### config.mk
export PLATFORM = sky130hd
export DESIGN_NAME = huge_page_order_select_unit
export DESIGN_NICKNAME = d
export VERILOG_FILES = /design/src/hpos_pkg.sv /design/src/hpos_order_pick.sv /design/src/huge_page_order_select_unit.sv
export SDC_FILE = /design/constraint.sdc
export NUM_CORES = 2
export LEC_CHECK = 0
export BUFFER_PORTS_ARGS = -buffer_cell sky130_fd_sc_hd__buf_2
export CAP_MARGIN = 20
export CORE_MARGIN = 3
export CORE_UTILIZATION = 55
export DETAILED_ROUTE_END_ITERATION = 12
export PLACE_DENSITY = 0.72
export SYNTH_ARGS = -nofsm -noshare
export SYNTH_HDL_FRONTEND = slang
export SYNTH_HIERARCHICAL = 1
export SYNTH_SLANG_ARGS = --single-unit
### constraint.sdc
create_clock -name i_clk -period 20.3 [get_ports i_clk]
set_input_delay 1.015 -clock i_clk [delete_from_list [all_inputs] [get_ports i_clk]]
set_output_delay 1.015 -clock i_clk [all_outputs]
set_load 0.02 [all_outputs]
### src/hpos_pkg.sv
// hpos_pkg: shared types and constants for the huge page order select unit
// request/response payload structs, outcome codes, register indexes
// no dependencies
package hpos_pkg;

    localparam int ADDR_WIDTH    = 48;
    localparam int ORDER_MASK_W  = 10;
    localparam int ORDER_W       = 4;
    localparam int MIN_COUNT_W   = 10;
    localparam int CFG_INDEX_W   = 3;
    localparam int CFG_DATA_W    = 10;
    localparam int MIN_ORDER     = 2;

    // register indexes on the configuration channel
    localparam logic [CFG_INDEX_W-1:0] CFG_POLICY_ENABLED   = 3'd0;
    localparam logic [CFG_INDEX_W-1:0] CFG_MIN_BLOCK_COUNT  = 3'd1;
    localparam logic [CFG_INDEX_W-1:0] CFG_EXEC_BOOST_ON    = 3'd2;
    localparam logic [CFG_INDEX_W-1:0] CFG_DRY_RUN_ON       = 3'd3;
    localparam logic [CFG_INDEX_W-1:0] CFG_NODE_LOCAL_FIRST = 3'd4;
    localparam logic [CFG_INDEX_W-1:0] CFG_LIFETIME_REDUCE  = 3'd5;

    typedef enum logic [2:0] {
        OUT_DISABLED   = 3'd0,
        OUT_EMPTY_MASK = 3'd1,
        OUT_TOO_SMALL  = 3'd2,
        OUT_AT_MAX     = 3'd3,
        OUT_MASK_EMPTY = 3'd4,
        OUT_APPLIED    = 3'd5,
        OUT_DRY_RUN    = 3'd6
    } t_outcome;

    typedef struct packed {
        logic [ADDR_WIDTH-1:0]   region_start;
        logic [ADDR_WIDTH-1:0]   region_end;
        logic                    is_exec_file;
        logic                    is_fresh_anon;
        logic                    is_locked;
        logic [ORDER_MASK_W-1:0] allowed_orders;
        logic [ORDER_MASK_W-1:0] local_avail;
        logic [ORDER_MASK_W-1:0] global_avail;
    } t_req;

    typedef struct packed {
        t_outcome                outcome;
        logic [ORDER_MASK_W-1:0] result_orders;
        logic [ORDER_W-1:0]      chosen_order;
        logic                    pressure_downgrade;
        logic                    remote_downgrade;
        logic                    lifetime_reduced;
    } t_rsp;

    // result of the fit / availability scan
    typedef struct packed {
        logic               found;
        logic [ORDER_W-1:0] sel;
        logic               pressure;
        logic               remote;
    } t_pick;

endpackage

### src/hpos_order_pick.sv
// hpos_order_pick: picks the largest fitting order, then walks down to the
// first order available globally or (with local first) locally; combinational
// depends on hpos_pkg
module hpos_order_pick #(
    parameter int MAX_ORDER_SEL = 9
) (
    input  logic [MAX_ORDER_SEL:hpos_pkg::MIN_ORDER]  i_fit,
    input  logic [hpos_pkg::ORDER_MASK_W-1:0]         i_local_avail,
    input  logic [hpos_pkg::ORDER_MASK_W-1:0]         i_global_avail,
    input  logic                                      i_node_local_first,
    output hpos_pkg::t_pick                           o_pick
);
    import hpos_pkg::*;

    localparam int NORD = MAX_ORDER_SEL + 1;

    logic [NORD-1:0]    local_ext;
    logic [NORD-1:0]    global_ext;
    logic [NORD-1:0]    avail_any;
    logic [ORDER_W-1:0] start_order;
    logic               start_found;
    logic               hit;
    logic               hit_remote;
    logic [ORDER_W-1:0] hit_order;

    always_comb begin
        local_ext  = NORD'(i_local_avail);
        global_ext = NORD'(i_global_avail);
        avail_any  = global_ext | (local_ext & {NORD{i_node_local_first}});

        // highest order that fits
        start_found = 1'b0;
        start_order = ORDER_W'(MIN_ORDER);
        for (int o = MIN_ORDER; o <= MAX_ORDER_SEL; o++) begin
            if (i_fit[o]) begin
                start_found = 1'b1;
                start_order = ORDER_W'(o);
            end
        end

        // highest available order at or below the start
        hit        = 1'b0;
        hit_remote = 1'b0;
        hit_order  = ORDER_W'(MIN_ORDER);
        for (int o = MIN_ORDER; o <= MAX_ORDER_SEL; o++) begin
            if ((ORDER_W'(o) <= start_order) && avail_any[o]) begin
                hit        = 1'b1;
                hit_order  = ORDER_W'(o);
                hit_remote = i_node_local_first & ~local_ext[o];
            end
        end

        o_pick.found = start_found;
        if (hit) begin
            o_pick.sel      = hit_order;
            o_pick.pressure = (hit_order != start_order);
            o_pick.remote   = hit_remote;
        end else begin
            // nothing available anywhere: fall back to the smallest order
            o_pick.sel      = ORDER_W'(MIN_ORDER);
            o_pick.pressure = 1'b1;
            o_pick.remote   = 1'b1;
        end
    end

endmodule

### src/huge_page_order_select_unit.sv
// huge_page_order_select_unit: five-stage pipeline choosing a huge page order
// for one memory region request
// depends on hpos_pkg and hpos_order_pick
//
// Usage: a request transaction (t_req) enters on i_in_valid / o_in_ready and
// one response transaction (t_rsp) leaves on o_out_valid / i_out_ready.
// Configuration registers are written on i_cfg_valid with i_cfg_index and
// i_cfg_data; o_cfg_ready is always high. Write them only while no request
// is in flight.
// The request passes five register stages (round-up of the start address
// per order, end minus aligned start, block count compare, order scan,
// boost / reduce / trim into the output register) before o_out_valid rises.
// Throughput: one request per cycle while the receiver is not stalling.
// Each stage holds its own valid bit, so bubbles close up when the receiver
// stalls; a full pipeline behind a stalled receiver drops o_in_ready.
// Reset (synchronous, active low) empties the pipeline and loads the
// registers with policy on, two blocks, exec boost on, dry run off, local
// first on and lifetime reduction on.
module huge_page_order_select_unit #(
    parameter int PAGE_BITS     = 12,
    parameter int MAX_ORDER_SEL = 9
) (
    input  logic                              i_clk,
    input  logic                              i_rst_n,
    input  logic                              i_in_valid,
    output logic                              o_in_ready,
    input  hpos_pkg::t_req                    i_in_data,
    output logic                              o_out_valid,
    input  logic                              i_out_ready,
    output hpos_pkg::t_rsp                    o_out_data,
    input  logic                              i_cfg_valid,
    output logic                              o_cfg_ready,
    input  logic [hpos_pkg::CFG_INDEX_W-1:0]  i_cfg_index,
    input  logic [hpos_pkg::CFG_DATA_W-1:0]   i_cfg_data
);
    import hpos_pkg::*;

    localparam int AW  = ADDR_WIDTH;
    localparam int AW1 = ADDR_WIDTH + 1;

    // configuration
    logic                   r_policy_enabled;
    logic [MIN_COUNT_W-1:0] r_min_block_count;
    logic                   r_exec_boost_on;
    logic                   r_dry_run_on;
    logic                   r_node_local_first;
    logic                   r_lifetime_reduce_on;

    // stage valids and enables
    logic r_v1, r_v2, r_v3, r_v4, r_v5;
    logic en1, en2, en3, en4, en5;

    // stage 1
    logic [AW:0] n_s1_aligned [MAX_ORDER_SEL:MIN_ORDER];
    logic [AW:0] r_s1_aligned [MAX_ORDER_SEL:MIN_ORDER];
    logic        n_s1_early;
    t_outcome    n_s1_code;
    logic        r_s1_early;
    t_outcome    r_s1_code;
    t_req        r_s1_req;
    logic [AW:0] low_mask;

    // stage 2
    logic [AW-1:0]                  n_s2_diff [MAX_ORDER_SEL:MIN_ORDER];
    logic [AW-1:0]                  r_s2_diff [MAX_ORDER_SEL:MIN_ORDER];
    logic [MAX_ORDER_SEL:MIN_ORDER] n_s2_neg, r_s2_neg;
    logic [MAX_ORDER_SEL:MIN_ORDER] n_s2_ovf, r_s2_ovf;
    logic                           r_s2_early;
    t_outcome                       r_s2_code;
    t_req                           r_s2_req;
    logic [AW+1:0]                  diff_full;

    // stage 3
    logic [MAX_ORDER_SEL:MIN_ORDER] n_s3_fit, r_s3_fit;
    logic                           n_s3_small_ok;
    logic                           n_s3_early, r_s3_early;
    t_outcome                       n_s3_code, r_s3_code;
    t_req                           r_s3_req;
    logic [AW-1:0]                  quot;
    logic [AW-1:0]                  min_count_ext;

    // stage 4
    t_pick    n_s4_pick, r_s4_pick;
    logic     n_s4_early, r_s4_early;
    t_outcome n_s4_code, r_s4_code;
    t_req     r_s4_req;

    // stage 5
    t_rsp                    n_s5_rsp, r_s5_rsp;
    logic [ORDER_W-1:0]      sel;
    logic [ORDER_MASK_W-1:0] keep;
    logic [ORDER_MASK_W-1:0] trimmed;
    logic                    lred;

    // configuration port
    assign o_cfg_ready = 1'b1;

    always_ff @(posedge i_clk) begin
        if (!i_rst_n) begin
            r_policy_enabled     <= 1'b1;
            r_min_block_count    <= MIN_COUNT_W'(2);
            r_exec_boost_on      <= 1'b1;
            r_dry_run_on         <= 1'b0;
            r_node_local_first   <= 1'b1;
            r_lifetime_reduce_on <= 1'b1;
        end else if (i_cfg_valid) begin
            case (i_cfg_index)
                CFG_POLICY_ENABLED:   r_policy_enabled     <= i_cfg_data[0];
                CFG_MIN_BLOCK_COUNT:  r_min_block_count    <= i_cfg_data;
                CFG_EXEC_BOOST_ON:    r_exec_boost_on      <= i_cfg_data[0];
                CFG_DRY_RUN_ON:       r_dry_run_on         <= i_cfg_data[0];
                CFG_NODE_LOCAL_FIRST: r_node_local_first   <= i_cfg_data[0];
                CFG_LIFETIME_REDUCE:  r_lifetime_reduce_on <= i_cfg_data[0];
                default: ;
            endcase
        end
    end

    // pipeline flow control: a stage moves when it is empty or the next one moves
    assign en5 = ~r_v5 | i_out_ready;
    assign en4 = ~r_v4 | en5;
    assign en3 = ~r_v3 | en4;
    assign en2 = ~r_v2 | en3;
    assign en1 = ~r_v1 | en2;

    assign o_in_ready  = en1;
    assign o_out_valid = r_v5;
    assign o_out_data  = r_s5_rsp;

    always_ff @(posedge i_clk) begin
        if (!i_rst_n) begin
            r_v1 <= 1'b0;
            r_v2 <= 1'b0;
            r_v3 <= 1'b0;
            r_v4 <= 1'b0;
            r_v5 <= 1'b0;
        end else begin
            if (en1) r_v1 <= i_in_valid;
            if (en2) r_v2 <= r_v1;
            if (en3) r_v3 <= r_v2;
            if (en4) r_v4 <= r_v3;
            if (en5) r_v5 <= r_v4;
        end
    end

    // stage 1: round the start address up to each order's block size
    always_comb begin
        low_mask = '0;
        for (int o = MIN_ORDER; o <= MAX_ORDER_SEL; o++) begin
            low_mask        = (AW1'(1) << (PAGE_BITS + o)) - AW1'(1);
            n_s1_aligned[o] = ({1'b0, i_in_data.region_start} + low_mask) & ~low_mask;
        end
        n_s1_early = (i_in_data.allowed_orders == '0) | ~r_policy_enabled;
        n_s1_code  = (i_in_data.allowed_orders == '0) ? OUT_EMPTY_MASK : OUT_DISABLED;
    end

    // stage 2: room between aligned start and region end
    always_comb begin
        diff_full = '0;
        for (int o = MIN_ORDER; o <= MAX_ORDER_SEL; o++) begin
            diff_full    = {2'b00, r_s1_req.region_end} - {1'b0, r_s1_aligned[o]};
            n_s2_neg[o]  = diff_full[AW+1];
            n_s2_diff[o] = diff_full[AW-1:0];
            // aligned start past the address space
            n_s2_ovf[o]  = r_s1_aligned[o][AW];
        end
    end

    // stage 3: whole blocks in the room against the required count
    always_comb begin
        quot          = '0;
        min_count_ext = AW'(r_min_block_count);
        for (int o = MIN_ORDER; o <= MAX_ORDER_SEL; o++) begin
            quot        = r_s2_diff[o] >> (PAGE_BITS + o);
            n_s3_fit[o] = ~r_s2_ovf[o] & ~r_s2_neg[o] & (r_s2_diff[o] != '0)
                          & (quot >= min_count_ext);
        end
        // one order-2 block, end may equal the block end
        quot          = r_s2_diff[MIN_ORDER] >> (PAGE_BITS + MIN_ORDER);
        n_s3_small_ok = ~r_s2_ovf[MIN_ORDER] & ~r_s2_neg[MIN_ORDER] & (quot != '0);
        n_s3_early    = r_s2_early | ~n_s3_small_ok;
        n_s3_code     = r_s2_early ? r_s2_code : OUT_TOO_SMALL;
    end

    // stage 4: order scan
    hpos_order_pick #(
        .MAX_ORDER_SEL (MAX_ORDER_SEL)
    ) u_pick (
        .i_fit              (r_s3_fit),
        .i_local_avail      (r_s3_req.local_avail),
        .i_global_avail     (r_s3_req.global_avail),
        .i_node_local_first (r_node_local_first),
        .o_pick             (n_s4_pick)
    );

    always_comb begin
        n_s4_early = r_s3_early | ~n_s4_pick.found;
        n_s4_code  = r_s3_early ? r_s3_code : OUT_TOO_SMALL;
    end

    // stage 5: boost, lifetime reduction, mask trim and outcome
    always_comb begin
        sel     = r_s4_pick.sel;
        lred    = 1'b0;
        keep    = '0;
        trimmed = '0;

        n_s5_rsp.outcome            = r_s4_code;
        n_s5_rsp.result_orders      = r_s4_req.allowed_orders;
        n_s5_rsp.chosen_order       = '0;
        n_s5_rsp.pressure_downgrade = 1'b0;
        n_s5_rsp.remote_downgrade   = 1'b0;
        n_s5_rsp.lifetime_reduced   = 1'b0;

        if (!r_s4_early) begin
            if (r_s4_req.is_exec_file && r_exec_boost_on
                && (sel < ORDER_W'(MAX_ORDER_SEL))) begin
                sel = sel + ORDER_W'(1);
            end
            if (r_lifetime_reduce_on && r_s4_req.is_fresh_anon && !r_s4_req.is_locked
                && (sel > ORDER_W'(MIN_ORDER))) begin
                sel  = sel - ORDER_W'(1);
                lred = 1'b1;
            end
            for (int i = 0; i < ORDER_MASK_W; i++) begin
                keep[i] = (ORDER_W'(i) <= sel);
            end
            trimmed = r_s4_req.allowed_orders & keep;

            n_s5_rsp.chosen_order       = sel;
            n_s5_rsp.pressure_downgrade = r_s4_pick.pressure;
            n_s5_rsp.remote_downgrade   = r_s4_pick.remote;
            n_s5_rsp.lifetime_reduced   = lred;

            if (sel >= ORDER_W'(MAX_ORDER_SEL)) begin
                n_s5_rsp.outcome = OUT_AT_MAX;
            end else if (trimmed == '0) begin
                n_s5_rsp.outcome = OUT_MASK_EMPTY;
            end else if (r_dry_run_on) begin
                n_s5_rsp.outcome = OUT_DRY_RUN;
            end else begin
                n_s5_rsp.outcome       = OUT_APPLIED;
                n_s5_rsp.result_orders = trimmed;
            end
        end
    end

    // payload registers
    always_ff @(posedge i_clk) begin
        if (en1) begin
            r_s1_aligned <= n_s1_aligned;
            r_s1_early   <= n_s1_early;
            r_s1_code    <= n_s1_code;
            r_s1_req     <= i_in_data;
        end
        if (en2) begin
            r_s2_diff  <= n_s2_diff;
            r_s2_neg   <= n_s2_neg;
            r_s2_ovf   <= n_s2_ovf;
            r_s2_early <= r_s1_early;
            r_s2_code  <= r_s1_code;
            r_s2_req   <= r_s1_req;
        end
        if (en3) begin
            r_s3_fit   <= n_s3_fit;
            r_s3_early <= n_s3_early;
            r_s3_code  <= n_s3_code;
            r_s3_req   <= r_s2_req;
        end
        if (en4) begin
            r_s4_pick  <= n_s4_pick;
            r_s4_early <= n_s4_early;
            r_s4_code  <= n_s4_code;
            r_s4_req   <= r_s3_req;
        end
        if (en5) begin
            r_s5_rsp <= n_s5_rsp;
        end
    end

endmodule

==> impl_metrics.py <==
metrics = {
    "outcome": {
        "status": "finished clean",
    },
    "routing": {
        "first_pass_iters": 6,
        "drt_iter0_markers": 3054,
        "wl_per_cell_um": 23.2,
        "drc": 0,
        "antenna_left": 0,
        "via_per_inst": 5.97,
        "drt-total-wl_um": 117000,
        "vias": 30300,
    },
    "global_routing": {
        "met3_usage_pct": 4.94,
        "grt_pass1_vias": 29100,
        "grtUsageMet2_pct": 48.4,
        "busiest_layer": "met2",
        "gr-total-overflow": 0,
        "grt_pass1_wl_um": 173000,
        "use_met1_pct": 37.5,
        "antenna_found_initial": 9,
        "groute.usage.overall_pct": 29.3,
        "grt_max_degree": 160,
    },
    "clock_network": {
        "clockBufferDepth": 3,
        "ctsResizeCount": 0,
        "htreeDepth": 3,
        "holdBufCountCts": 0,
        "clockRootBuffer": "clkbuf_16",
        "cts.sinks": 745,
        "cts_buffers": 84,
        "postCtsSetupRepairBufs": 0,
        "cts_tree": "built",
        "path_clk_slew_ps": 60,
        "insertion_delay_ps": 660,
    },
    "timing": {
        "slew_viol_final": 0,
        "finalCritPeriodShare_pct": 22.2,
        "slew_headroom_pct": 20.8,
        "final.setup_skew_ps": 33.4,
        "finalHoldViolations": 0,
        "fin_setup_tns_ps": 0,
        "finalSetupViolCount": 0,
        "min_period_ps": 4510,
        "tightest_slew_ps": 1180,
        "max_freq_mhz": 222,
        "rsz0062_at_grt": "no",
    },
    "synthesis": {
        "yosysWarnings": 6,
        "synthCells": 3771,
        "postSynthAreaPerCell_um2": 11.2,
        "syn_nets": 4254,
        "synthesis.area_um2": 42100,
    },
    "critical_path": {
        "cp.required_ps": 20550,
        "critical_path.max_stage_delay_ps": 940,
        "cp-end-kind": "flip-flop",
        "cp_max_fo": 4,
        "rrSetupSlack_ps": 15790,
        "reg2reg_from": "r_s2_diff[4]$_DFFE_PP_",
        "crit_type": "reg2reg",
        "critPathSlowestCell": "nor4_1",
        "r2r_end": "r_s3_fit[8]$_DFFE_PP_",
        "cp_cell_sequence": "nor4_1 -> nand4_1 -> or2_2 -> or3_1 -> nor4_1 -> nand4_1 -> nand2_1 -> o21ai_0",
        "crit_arrival_ps": 4760,
        "start_kind": "flip-flop",
        "r2r_cells": 8,
    },
    "finish": {
        "area_growth_pct": 11.3,
        "final_cells": 5070,
        "fin_area_um2": 46900,
        "final_layout_size_suffix_gt1_share_pct": 8.90,
        "fin_nets": 4463,
    },
    "die": {
        "die-area_um2": 80000,
        "start_util_pct": 56.0,
        "coreArea_um2": 75200,
        "die_h_um": 283,
        "num_rows": 100,
        "ios": 170,
        "die_x_um": 283,
    },
    "place": {
        "gp_congestion": 1.02,
        "placed_cells": 4913,
        "hpwl_um": 87100,
        "io_buffer_count": 164,
        "placed_cell_area_um2": 44200,
    },
    "run": {
        "cap_violations": 0,
    },
    "power": {
        "p_leak_uw": 0.0197,
        "peakVddDrop_uv": 62.5,
        "power_density_nw_per_um2": 88.8,
    },
    "worst_hold_path": {
        "holdPathEnd": "r_s4_req[27]$_DFFE_PP_",
        "min_from": "r_s3_req[27]$_DFFE_PP_",
        "holdPathStages": 0,
        "hold_path_class": "reg2reg",
    },
}
-- layer usage --
metal,vias up,part of all wire (%)
met5,-,0.054
met2,1348,47
met3,327,7.8
met1,14500,40
met4,10,5.8
li1,14100,-
-- sequential cells by signal, indices dropped and copies added, names as in the netlist, 2 cells and up --
signal             cells
r_s1_req              77
n_s2_ovf               8
r_s4_code              2
r_s3_req              29
r_s2_req              29
r_s4_req              13
r_s3_code              2
r_s4_pick              6
quot                  34
r_s2_diff            231
r_s3_fit               8
r_s2_ovf               8
r_min_block_count     10
r_s2_neg               8
r_s1_aligned         244
o_out_data            20
-- worst max path at each step --
stage	to	cells past startpoint	start	slack (ps)
after global routing	r_s2_diff[383]$_DFFE_PP_	13	r_s1_req[54]$_DFFE_PP_	15720
final	r_s3_fit[8]$_DFFE_PP_	8	r_s2_diff[4]$_DFFE_PP_	15790
after CTS	r_s3_fit[8]$_DFFE_PP_	8	r_s2_diff[4]$_DFFE_PP_	15980
after detailed placement	r_s2_ovf[8]$_DFFE_PP_	7	i_out_ready	15440
after floorplan	n_s2_ovf[2]$_DFFE_PP_	3	i_out_ready	8020
after global placement	r_s2_diff[334]$_DFFE_PP_	7	i_out_ready	15530
-- cells in the final DEF (no fill, tap or decap), drive strengths merged, types with 44 or more instances in the layout --
cell,instances
clkbuf,105
a21oi,208
nand3,80
a21o,120
inv,343
buf,186
nor2b,60
o21a,51
xnor2,241
nand4,44
nor3,76
nor4,71
nand2,237
o21ai,131
edfxtp,725
nor2,341
nand2b,50
ha,328
xor2,180
-- where the power goes --
part	switching (uW)	total, uW	internal (uW)	leakage [uW]
clock network	631	1490	861	0.00130
registers	95.3	1990	1890	0.00788
logic	393	685	292	0.0105
-- area by class of cell --
cell class,count,area (um2)
fill,6022,28300
clock inverter,49,463
clock buffer,104,2230
antenna,3,7.51
inverter,340,1280
tap,1020,1280
timing repair buffer,187,1000
multi-input combinational,2622,18500
sequential,745,22200
-- metrics by stage --
stage                     power, uW  hold slack (ps)  setup slack, ps  util, %
after floorplan                2480              400             8020        -
after global placement         2670              401            15530     58.8
after detailed placement       2690              405            15440     58.8
after CTS                      4180              405            15980     62.4
after global routing           4340              418            15720     62.4
final                          4170              413            15790     62.4
-- critical path: cells and delay by family, from the launching register on --
family / cells / cell delay [ps]
compound gates: 1 / 310
simple gates: 7 / 3430
flops: 1 / 370
No activity file was read; power rests on OpenSTA's default activity.
